===== config.mk =====
export PLATFORM = sky130hd
export DESIGN_NAME = dither_removal_line_filter_unit
export DESIGN_NICKNAME = d
export VERILOG_FILES = /design/src/rtl/core/drl_pkg.sv /design/src/rtl/core/dither_removal_line_filter_unit.sv /design/src/rtl/core/drl_fifo.sv /design/src/rtl/core/drl_front.sv /design/src/rtl/core/drl_back.sv
export SDC_FILE = /design/constraint.sdc
export NUM_CORES = 2
export LEC_CHECK = 0
export ABC_CLOCK_PERIOD_IN_PS = 9600
export CAP_MARGIN = 20
export CORE_ASPECT_RATIO = 1.5
export CORE_MARGIN = 4
export CORE_UTILIZATION = 45
export CTS_BUF_LIST = sky130_fd_sc_hd__clkbuf_8
export CTS_CLUSTER_DIAMETER = 40
export DETAILED_ROUTE_END_ITERATION = 6
export DONT_BUFFER_PORTS = 1
export HOLD_SLACK_MARGIN = 0.02
export PLACE_DENSITY = 0.58
export SYNTH_ARGS = -nofsm -noshare
export SYNTH_HDL_FRONTEND = slang
export SYNTH_SLANG_ARGS = --single-unit

===== constraint.sdc =====
create_clock -name clk -period 9.6 [get_ports clk]
set_input_delay 2.4 -clock clk [delete_from_list [all_inputs] [get_ports clk]]
set_output_delay 2.4 -clock clk [all_outputs]
set_load 0.01 [all_outputs]

===== src/rtl/core/drl_pkg.sv =====
// ----------------------------------------------------------------------------
// drl_pkg
// shared types, codes and channel arithmetic for the dither removal filter
// ----------------------------------------------------------------------------
`default_nettype none

package drl_pkg;

  // channel order inside a pixel: blue, green, red
  localparam int unsigned CHANNELS = 3;
  localparam int unsigned BLUE_CH  = 0;
  localparam int unsigned GREEN_CH = 1;
  localparam int unsigned RED_CH   = 2;

  localparam logic [8:0] LIFT_STEP = 9'd4;
  localparam logic [7:0] CHAN_MAX  = 8'd255;

  typedef logic [CHANNELS-1:0][7:0] rgb_t;

  typedef enum logic [1:0] {
    KIND_PASS   = 2'd0,
    KIND_FILTER = 2'd1,
    KIND_FLUSH  = 2'd2
  } kind_t;

  typedef enum logic {
    MODE_4X1 = 1'b0,
    MODE_2X2 = 1'b1
  } mode_t;

  typedef enum logic [1:0] {
    REG_FILTER_MODE  = 2'd0,
    REG_RB_THRESHOLD = 2'd1,
    REG_G_THRESHOLD  = 2'd2
  } reg_index_t;

  typedef struct packed {
    mode_t      filter_mode;
    logic [7:0] red_blue_threshold;
    logic [7:0] green_threshold;
  } cfg_t;

  typedef struct packed {
    logic [15:0] pixel;
    logic [15:0] below_pixel;
    logic        even_row;
    logic        line_last;
  } in_item_t;

  typedef struct packed {
    logic [7:0] blue_out;
    logic [7:0] green_out;
    logic [7:0] red_out;
    logic       out_last;
  } out_item_t;

  // one queued request from front to back
  typedef struct packed {
    kind_t kind;
    rgb_t  b;
    rgb_t  p1;
    rgb_t  u;
    rgb_t  q;
    rgb_t  bx0;
    rgb_t  bx1;
  } work_t;

  function automatic logic [7:0] blend(input logic [7:0] g, input logic [7:0] h,
                                       input logic [7:0] t);
    logic signed [9:0]  d;
    logic signed [9:0]  ts;
    logic signed [10:0] s;
    d  = $signed({2'b00, h}) - $signed({2'b00, g});
    ts = $signed({2'b00, t});
    if (d >= ts) begin
      return g;
    end
    if (d < -ts) begin
      d = -ts;
    end
    s = $signed({2'b00, g, 1'b0}) + $signed({d[9], d});
    return s[8:1];
  endfunction

  function automatic logic [7:0] box(input logic [7:0] g, input logic [7:0] h,
                                     input logic [7:0] t);
    logic [8:0] d;
    d = {1'b0, h} - {1'b0, g};
    if ((h > g) && (d <= {1'b0, t})) begin
      return h;
    end
    return g;
  endfunction

  function automatic logic [7:0] chan_thr(input cfg_t cfg, input int unsigned ch);
    return (ch == GREEN_CH) ? cfg.green_threshold : cfg.red_blue_threshold;
  endfunction

  function automatic rgb_t expand(input logic [15:0] p);
    rgb_t v;
    v[BLUE_CH]  = {p[4:0], 3'b000};
    v[GREEN_CH] = {p[10:5], 2'b00};
    v[RED_CH]   = {p[15:11], 3'b000};
    return v;
  endfunction

  // even rows raise red and blue, saturating
  function automatic rgb_t lift(input rgb_t u, input logic even);
    rgb_t       v;
    logic [8:0] s;
    v = u;
    for (int unsigned ch = 0; ch < CHANNELS; ch++) begin
      s = {1'b0, u[ch]} + LIFT_STEP;
      if (even && (ch != GREEN_CH)) begin
        v[ch] = s[8] ? CHAN_MAX : s[7:0];
      end
    end
    return v;
  endfunction

  function automatic rgb_t blend_rgb(input rgb_t g, input rgb_t h, input cfg_t cfg);
    rgb_t v;
    for (int unsigned ch = 0; ch < CHANNELS; ch++) begin
      v[ch] = blend(g[ch], h[ch], chan_thr(cfg, ch));
    end
    return v;
  endfunction

  function automatic rgb_t box_rgb(input rgb_t g, input rgb_t h, input cfg_t cfg);
    rgb_t v;
    for (int unsigned ch = 0; ch < CHANNELS; ch++) begin
      v[ch] = box(g[ch], h[ch], chan_thr(cfg, ch));
    end
    return v;
  endfunction

endpackage

`default_nettype wire


===== src/rtl/core/dither_removal_line_filter_unit.sv =====
// ----------------------------------------------------------------------------
// dither_removal_line_filter_unit
// 4x1 / 2x2 dither removal filter over an RGB565 scanline stream
// ----------------------------------------------------------------------------
//
//   channel   ports                          moves
//   --------  -----------------------------  ------------------------------
//   input     push, full, in_item            one pixel plus the pixel below
//   result    empty, pop, out_item           one filtered 8-8-8 pixel
//   config    wr_en, wr_index, wr_data       one register write, no wait
//
// one pixel request is taken per clock while the work queue has room
// a result passes the work queue and the back stage register before it is
// queued; the last pixel of a longer line yields two results, so the back
// stage holds it until both are out; its rate is set by that single back stage
// synchronous reset clears the config registers and the line window flag and empties both queues
// either side may stall on its own; the work queue soaks up the difference
// ----------------------------------------------------------------------------
`default_nettype none

module dither_removal_line_filter_unit #(
  parameter int unsigned WORK_DEPTH   = 4,
  parameter int unsigned RESULT_DEPTH = 2
) (
  input  wire logic               clk,
  input  wire logic               rst,
  // pixel requests
  input  wire logic               push,
  output logic                    full,
  input  wire drl_pkg::in_item_t  in_item,
  // filtered results
  output logic                    empty,
  input  wire logic               pop,
  output drl_pkg::out_item_t      out_item,
  // configuration writes
  input  wire logic               wr_en,
  input  wire logic [1:0]         wr_index,
  input  wire logic [7:0]         wr_data
);

  drl_pkg::cfg_t      cfg;
  logic               accept;
  logic               work_push;
  drl_pkg::work_t     work_in;
  drl_pkg::work_t     work_head;
  logic               work_full;
  logic               work_empty;
  logic               work_pop;
  logic               res_push;
  logic               res_full;
  drl_pkg::out_item_t res;

  // configuration registers, the user writes them only while no request is in flight; the block does not enforce it
  always_ff @(posedge clk) begin
    if (rst) begin
      cfg.filter_mode        <= drl_pkg::MODE_4X1;
      cfg.red_blue_threshold <= '0;
      cfg.green_threshold    <= '0;
    end else if (wr_en) begin
      unique case (drl_pkg::reg_index_t'(wr_index))
        drl_pkg::REG_FILTER_MODE:  cfg.filter_mode <= drl_pkg::mode_t'(wr_data[0]);
        drl_pkg::REG_RB_THRESHOLD: cfg.red_blue_threshold <= wr_data;
        drl_pkg::REG_G_THRESHOLD:  cfg.green_threshold <= wr_data;
        default: ;
      endcase
    end
  end

  // a pixel is taken whenever the work queue has room, even if it
  // only primes the window
  assign full   = work_full;
  assign accept = push && !work_full;

  // front: expand, lift, window and first passes
  drl_front u_front (
    .clk       (clk),
    .rst       (rst),
    .cfg       (cfg),
    .accept    (accept),
    .item      (in_item),
    .work_push (work_push),
    .work      (work_in)
  );

  // work queue between front and back
  drl_fifo #(
    .WIDTH ($bits(drl_pkg::work_t)),
    .DEPTH (WORK_DEPTH)
  ) u_work_q (
    .clk   (clk),
    .rst   (rst),
    .push  (work_push),
    .wdata (work_in),
    .full  (work_full),
    .pop   (work_pop),
    .rdata (work_head),
    .empty (work_empty)
  );

  // back: last passes and result sequencing
  drl_back u_back (
    .clk        (clk),
    .rst        (rst),
    .cfg        (cfg),
    .work_empty (work_empty),
    .work       (work_head),
    .work_pop   (work_pop),
    .res_full   (res_full),
    .res_push   (res_push),
    .res        (res)
  );

  // result queue toward the consumer
  drl_fifo #(
    .WIDTH ($bits(drl_pkg::out_item_t)),
    .DEPTH (RESULT_DEPTH)
  ) u_res_q (
    .clk   (clk),
    .rst   (rst),
    .push  (res_push),
    .wdata (res),
    .full  (res_full),
    .pop   (pop),
    .rdata (out_item),
    .empty (empty)
  );

  // the front never queues work that the queue cannot hold
  a_work_no_overflow: assert property (@(posedge clk) disable iff (rst)
    work_push |-> !work_full)
    else $error("work request queued while work queue full");

  // the back never emits into a full result queue
  a_res_no_overflow: assert property (@(posedge clk) disable iff (rst)
    res_push |-> !res_full)
    else $error("result emitted while result queue full");

  // back stage drains the work queue only when it has work to take
  a_pop_needs_work: assert property (@(posedge clk) disable iff (rst)
    work_pop |-> !work_empty)
    else $error("work queue popped while empty");

  // reset leaves both sides idle
  a_reset_idle: assert property (@(posedge clk)
    $past(rst) |-> (empty && !full))
    else $error("queues not idle after reset");

endmodule

`default_nettype wire


===== src/rtl/core/drl_fifo.sv =====
// ----------------------------------------------------------------------------
// drl_fifo
// small register queue, first word visible at the head
// ----------------------------------------------------------------------------
`default_nettype none

module drl_fifo #(
  parameter int unsigned WIDTH = 8,
  parameter int unsigned DEPTH = 2
) (
  input  wire logic             clk,
  input  wire logic             rst,
  input  wire logic             push,
  input  wire logic [WIDTH-1:0] wdata,
  output logic                  full,
  input  wire logic             pop,
  output logic [WIDTH-1:0]      rdata,
  output logic                  empty
);

  localparam int unsigned AW = (DEPTH > 1) ? $clog2(DEPTH) : 1;
  localparam int unsigned CW = $clog2(DEPTH + 1);

  logic [WIDTH-1:0] mem [DEPTH];
  logic [AW-1:0]    wr_ptr;
  logic [AW-1:0]    rd_ptr;
  logic [CW-1:0]    count;
  logic             do_push;
  logic             do_pop;

  assign full    = (count == CW'(DEPTH));
  assign empty   = (count == '0);
  assign do_push = push && !full;
  assign do_pop  = pop && !empty;
  assign rdata   = mem[rd_ptr];

  always_ff @(posedge clk) begin
    if (do_push) begin
      mem[wr_ptr] <= wdata;
    end
  end

  always_ff @(posedge clk) begin
    if (rst) begin
      wr_ptr <= '0;
      rd_ptr <= '0;
      count  <= '0;
    end else begin
      if (do_push) begin
        wr_ptr <= (wr_ptr == AW'(DEPTH - 1)) ? '0 : wr_ptr + AW'(1);
      end
      if (do_pop) begin
        rd_ptr <= (rd_ptr == AW'(DEPTH - 1)) ? '0 : rd_ptr + AW'(1);
      end
      if (do_push && !do_pop) begin
        count <= count + CW'(1);
      end else if (do_pop && !do_push) begin
        count <= count - CW'(1);
      end
    end
  end

endmodule

`default_nettype wire


===== src/rtl/core/drl_front.sv =====
// ----------------------------------------------------------------------------
// drl_front
// expands and lifts each pixel, keeps the line window, runs the first passes
// and queues one request per pixel that yields results
// ----------------------------------------------------------------------------
`default_nettype none

module drl_front (
  input  wire logic             clk,
  input  wire logic             rst,
  input  wire drl_pkg::cfg_t    cfg,
  input  wire logic             accept,
  input  wire drl_pkg::in_item_t item,
  output logic                  work_push,
  output drl_pkg::work_t        work
);

  logic          have_pending;
  drl_pkg::rgb_t lifted_window;
  drl_pkg::rgb_t pass0;
  drl_pkg::rgb_t pass1;
  drl_pkg::rgb_t box_cur;
  drl_pkg::rgb_t box_below;

  drl_pkg::rgb_t u;
  drl_pkg::rgb_t q;
  drl_pkg::rgb_t l;
  drl_pkg::rgb_t a;
  drl_pkg::rgb_t b;

  always_comb begin
    u = drl_pkg::expand(item.pixel);
    q = drl_pkg::expand(item.below_pixel);
    l = drl_pkg::lift(u, item.even_row);
    a = drl_pkg::blend_rgb(l, lifted_window, cfg);
    b = drl_pkg::blend_rgb(l, pass0, cfg);

    work.b   = b;
    work.p1  = pass1;
    work.u   = u;
    work.q   = q;
    work.bx0 = drl_pkg::box_rgb(box_cur, u, cfg);
    work.bx1 = drl_pkg::box_rgb(box_below, q, cfg);
    if (!have_pending) begin
      work.kind = drl_pkg::KIND_PASS;
    end else if (item.line_last) begin
      work.kind = drl_pkg::KIND_FLUSH;
    end else begin
      work.kind = drl_pkg::KIND_FILTER;
    end
    // first pixel of a longer line only primes the window
    work_push = accept && (have_pending || item.line_last);
  end

  always_ff @(posedge clk) begin
    if (rst) begin
      have_pending <= 1'b0;
    end else if (accept) begin
      have_pending <= !item.line_last;
    end
  end

  always_ff @(posedge clk) begin
    if (accept && !item.line_last) begin
      lifted_window <= l;
      pass0         <= have_pending ? a : u;
      pass1         <= have_pending ? b : l;
      box_cur       <= u;
      box_below     <= q;
    end
  end

endmodule

`default_nettype wire


===== src/rtl/core/drl_back.sv =====
// ----------------------------------------------------------------------------
// drl_back
// finishes the filter passes for a queued request and emits one or two
// results, one per cycle while the result queue has room
// ----------------------------------------------------------------------------
`default_nettype none

module drl_back (
  input  wire logic           clk,
  input  wire logic           rst,
  input  wire drl_pkg::cfg_t  cfg,
  input  wire logic           work_empty,
  input  wire drl_pkg::work_t work,
  output logic                work_pop,
  input  wire logic           res_full,
  output logic                res_push,
  output drl_pkg::out_item_t  res
);

  logic            s1_valid;
  logic            s1_second;
  drl_pkg::kind_t  s1_kind;
  drl_pkg::rgb_t   s1_p1;
  drl_pkg::rgb_t   s1_c;
  drl_pkg::rgb_t   s1_bx0;
  drl_pkg::rgb_t   s1_bx1;
  drl_pkg::rgb_t   s1_u;
  drl_pkg::rgb_t   s1_r1;

  logic            emit;
  logic            done;
  logic            load;
  drl_pkg::rgb_t   r0;
  drl_pkg::rgb_t   r;

  always_comb begin
    emit     = s1_valid && !res_full;
    done     = emit && ((s1_kind != drl_pkg::KIND_FLUSH) || s1_second);
    load     = (!s1_valid || done) && !work_empty;
    work_pop = load;

    unique case (s1_kind)
      drl_pkg::KIND_PASS: r0 = s1_u;
      drl_pkg::KIND_FILTER,
      drl_pkg::KIND_FLUSH: begin
        if (cfg.filter_mode == drl_pkg::MODE_4X1) begin
          r0 = drl_pkg::blend_rgb(s1_p1, s1_c, cfg);
        end else begin
          r0 = drl_pkg::blend_rgb(s1_bx0, s1_bx1, cfg);
        end
      end
      default: r0 = s1_u;
    endcase

    r             = s1_second ? s1_r1 : r0;
    res_push      = emit;
    res.blue_out  = r[drl_pkg::BLUE_CH];
    res.green_out = r[drl_pkg::GREEN_CH];
    res.red_out   = r[drl_pkg::RED_CH];
    res.out_last  = s1_second || (s1_kind == drl_pkg::KIND_PASS);
  end

  always_ff @(posedge clk) begin
    if (rst) begin
      s1_valid  <= 1'b0;
      s1_second <= 1'b0;
    end else if (load) begin
      s1_valid  <= 1'b1;
      s1_second <= 1'b0;
    end else if (done) begin
      s1_valid  <= 1'b0;
      s1_second <= 1'b0;
    end else if (emit) begin
      s1_second <= 1'b1;
    end
  end

  always_ff @(posedge clk) begin
    if (load) begin
      s1_kind <= work.kind;
      s1_p1   <= work.p1;
      s1_c    <= drl_pkg::blend_rgb(work.b, work.p1, cfg);
      s1_bx0  <= work.bx0;
      s1_bx1  <= work.bx1;
      s1_u    <= work.u;
      s1_r1   <= (cfg.filter_mode == drl_pkg::MODE_4X1) ?
                 drl_pkg::blend_rgb(work.b, work.u, cfg) :
                 drl_pkg::blend_rgb(work.u, work.q, cfg);
    end
  end

endmodule

`default_nettype wire


==> results.yml <==
outcome:
  status: "complete, no violations"
floorplan:
  io_pins: 76
  initial_core_util: 0.4535
  core_area_um2: 107000
  die-width_um: 276.2
  row_count: 147
  die_y_um: 410.3
  die-area_um2: 113300
sta:
  worst_pin_slew_ns: 1.099
  min_period_over_period: 0.7591
  fin_skew_ns: 0.04253
  rsz0062_at_grt: "false"
  setup_viol: 0
  relSlewSlack: 0.2660
  finalHoldViolations: 0
  final_max_slew_viol_count: 0
  fmax_mhz: 137.2
  tns_ns: 0
  fin_crit_ns: 7.288
clocking:
  clk_pin_slew_ns: 0.06
  clock_latency_ns: 0.86
  cts_hold_buf: 0
  clock_sink_count: 743
  post_cts.repair.setup_buffers: 0
  htree_levels: 4
  root_buffer: "clkbuf_8"
  cts_tree: "built"
  cts.path.max_buffers: 3
  cts_resized: 0
  cts_buffers: 130
synth:
  ys_seq_elements: 743
  ys_seq_area_frac: 0.4526
  synth_nets: 4762
  async_reset_ff_frac: 0
  syn_area_um2: 48550
  synthCells: 4014
  synth_edf_count: 709
  ys_warn_count: 0
  avgSynthCellArea_um2: 12.09
  synth-main-ff-cell: "edfxtp_1"
  synth_cell_types: 84
placed_design:
  dpl.hpwl_um: 104000
  io_buffers: 0
  place.gp.congestion: 0.9163
route:
  routedWlPerCell_um: 25.49
  wl_met2_um: 77120
  met3_wirelength_um: 5953
  postRouteAntennaNets: 0
  vias: 32409
  wl_met1_um: 52740
  dr.pass1.iters: 5
  drt-total-wl_um: 143800
  drt_iter0_markers: 1805
  drc: 0
  routed_via_density: 5.745
  routed.top_layer: "met4"
setup_path:
  required_ns: 10.19
  reg2reg_slack_ns: 2.31
  cp-end-kind: "register"
  path_max_fanout: 36
  crit_arrival_ns: 7.88
  crit_type: "reg2reg"
  r2r_cells: 23
  critPathLaunchType: "register"
  r2r_end: "u_back.s1_c[23]"
worst_hold_path:
  hold_depth: 2
  min-delay-start: "u_work_q.rd_ptr[1]"
  hold_class: "reg2reg"
finish:
  regArea_um2: 21980
  fin_nets: 4869
  layout_common_cells: "edfxtp_1 (709), ha_1 (653), inv_1 (344)"
  final_util: 0.4977
  syn_to_final_growth_pct: 9.732
  final_common_cell: "edfxtp_1"
  fill_cells: 9705
  drive_above_1_share: 0.1276
  multi_input_area_um2: 25030
global_routing:
  grt_pass1_vias: 33535
  grt_max_degree: 84
  grt_usage: 0.2525
  antenna_found_initial: 4
  overflow: 0
  grt_pass1_wl_um: 213300
flow_run:
  max_cap_viol_count: 0
## stage by stage
stage	setup WS, ns	instances	hold slack (ns)	area (um2)
5_1_grt	1.821	5640	0.4973	53270
3_5_place_dp	2.133	5402	0.4590	50520
6_report	2.312	5641	0.4769	53270
4_1_cts	2.321	5636	0.4751	53250
3_3_place_gp	2.200	5402	0.4537	50520
2_1_floorplan	2.740	4014	0.4541	48550
## routing by layer
metal | vias up | global-route usage
met5 | - | 0
met4 | 0 | 0.1262
met3 | 301 | 0.03719
met2 | 768 | 0.4807
met1 | 16051 | 0.2709
li1 | 15289 | -
## synthesized netlist by cell type, drive strengths merged, types with 6 or more instances
master	count	area [um2]
o21bai	37	277.8
or2	6	37.54
a21oi	273	1366
o22ai	15	93.84
and2	10	62.56
buf	26	147.6
nand2b	49	306.5
fa	46	920.9
a22o	7	61.31
o2111ai	11	96.34
ha	653	8170
mux2	121	1363
a211o	7	61.31
a211oi	43	322.8
a21o	144	1081
or4	6	45.04
o31ai	15	117.6
o21a	33	247.7
inv	306	1149
and3	9	56.30
nand3	41	210.2
a21boi	10	75.07
a31oi	12	75.07
nand2	183	686.9
nor4	9	56.30
nor3	51	270.3
xor2	89	779.5
clkbuf	73	274.0
nor3b	8	60.06
nor2	224	843.3
nand4	11	68.82
edfxtp	709	21290
or3	12	75.07
nor2b	45	281.5
a2111oi	9	78.83
mux2i	89	890.9
xnor2	143	1252
dfxtp	34	680.7
o21ai	245	1230
a22oi	11	82.58
o211ai	16	120.1
mux4	114	2575
## flip-flops by register name, indices dropped and copies added (netlist names), named ones only
name,cells
u_front.lifted_window,8
u_res_q.wr_ptr,1
u_work_q.mem,456
u_back.s1_r1,24
u_work_q.wr_ptr,2
u_work_q.rd_ptr,2
u_front.pass0,24
cfg,17
u_back.s1_p1,24
u_back.s1_second,1
u_front.have_pending,1
u_work_q.count,3
u_res_q.rd_ptr,1
u_front.box_cur,9
u_back.s1_u,16
u_front.box_below,16
u_back.s1_bx1,16
u_back.s1_valid,1
u_back.s1_c,24
u_front.work,24
u_back.s1_kind,2
u_back.s1_bx0,16
u_res_q.mem,50
u_res_q.count,2
## cell families (layout without fill, tap and decap cells)
| group | after synthesis | after routing | synth area share |
|---|---|---|---|
| buffers and inverters | 410 | 619 | 0.03273 |
| other | 0 | 3 | 0 |
| adders and majority gates | 699 | 699 | 0.1873 |
| muxes | 324 | 324 | 0.09946 |
| xor gates and xnor gates | 233 | 233 | 0.04232 |
| DFF | 743 | 743 | 0.4526 |
| and+or+nand+nor | 674 | 674 | 0.06477 |
| AOI/OAI and AO/OA | 931 | 931 | 0.1209 |
## cell type report
cell class              instances  area share
clock buffers                 137     0.03540
repair buffers                 74     0.01090
flip-flops and latches        743      0.4126
inverters                     311     0.02201
diodes                          3   0.0001409
clock inverters                97     0.01581
multi-input cells            2861      0.4699
well taps                    1415     0.03323
## worst max-delay path, cell delays in order (launching register included)
cell,delay (ns)
dfxtp_4,0.94
mux4_2,0.70
ha_1,0.27
fa_1,0.41
nor2b_1,0.14
o21ai_0,0.09
nand2b_1,0.13
a31oi_1,0.11
a211o_1,0.34
ha_1,0.30
inv_1,0.06
or4_1,0.51
o21ai_1,0.68
mux2_2,0.45
ha_1,0.27
a21o_1,0.17
a21oi_1,0.27
o21ai_0,0.16
o21ai_0,0.27
nand2b_1,0.09
a21oi_1,0.18
xor2_1,0.17
nand2_1,0.09
xnor2_1,0.15
## how the worst max path moves through the flow
stage	slack, ns	cells after the start	end
6_report	2.31	23	u_back.s1_c[23]
3_5_place_dp	2.13	19	u_work_q.mem[0][127]
3_3_place_gp	2.20	20	u_work_q.mem[1][127]
4_1_cts	2.32	23	u_back.s1_c[23]
2_1_floorplan	2.74	21	u_front.work[110]
5_1_grt	1.82	25	u_back.s1_c[23]
Power is left out: the tool's default activity adds up to more than one toggle a clock period on the data nets, which glitch-free logic cannot reach.
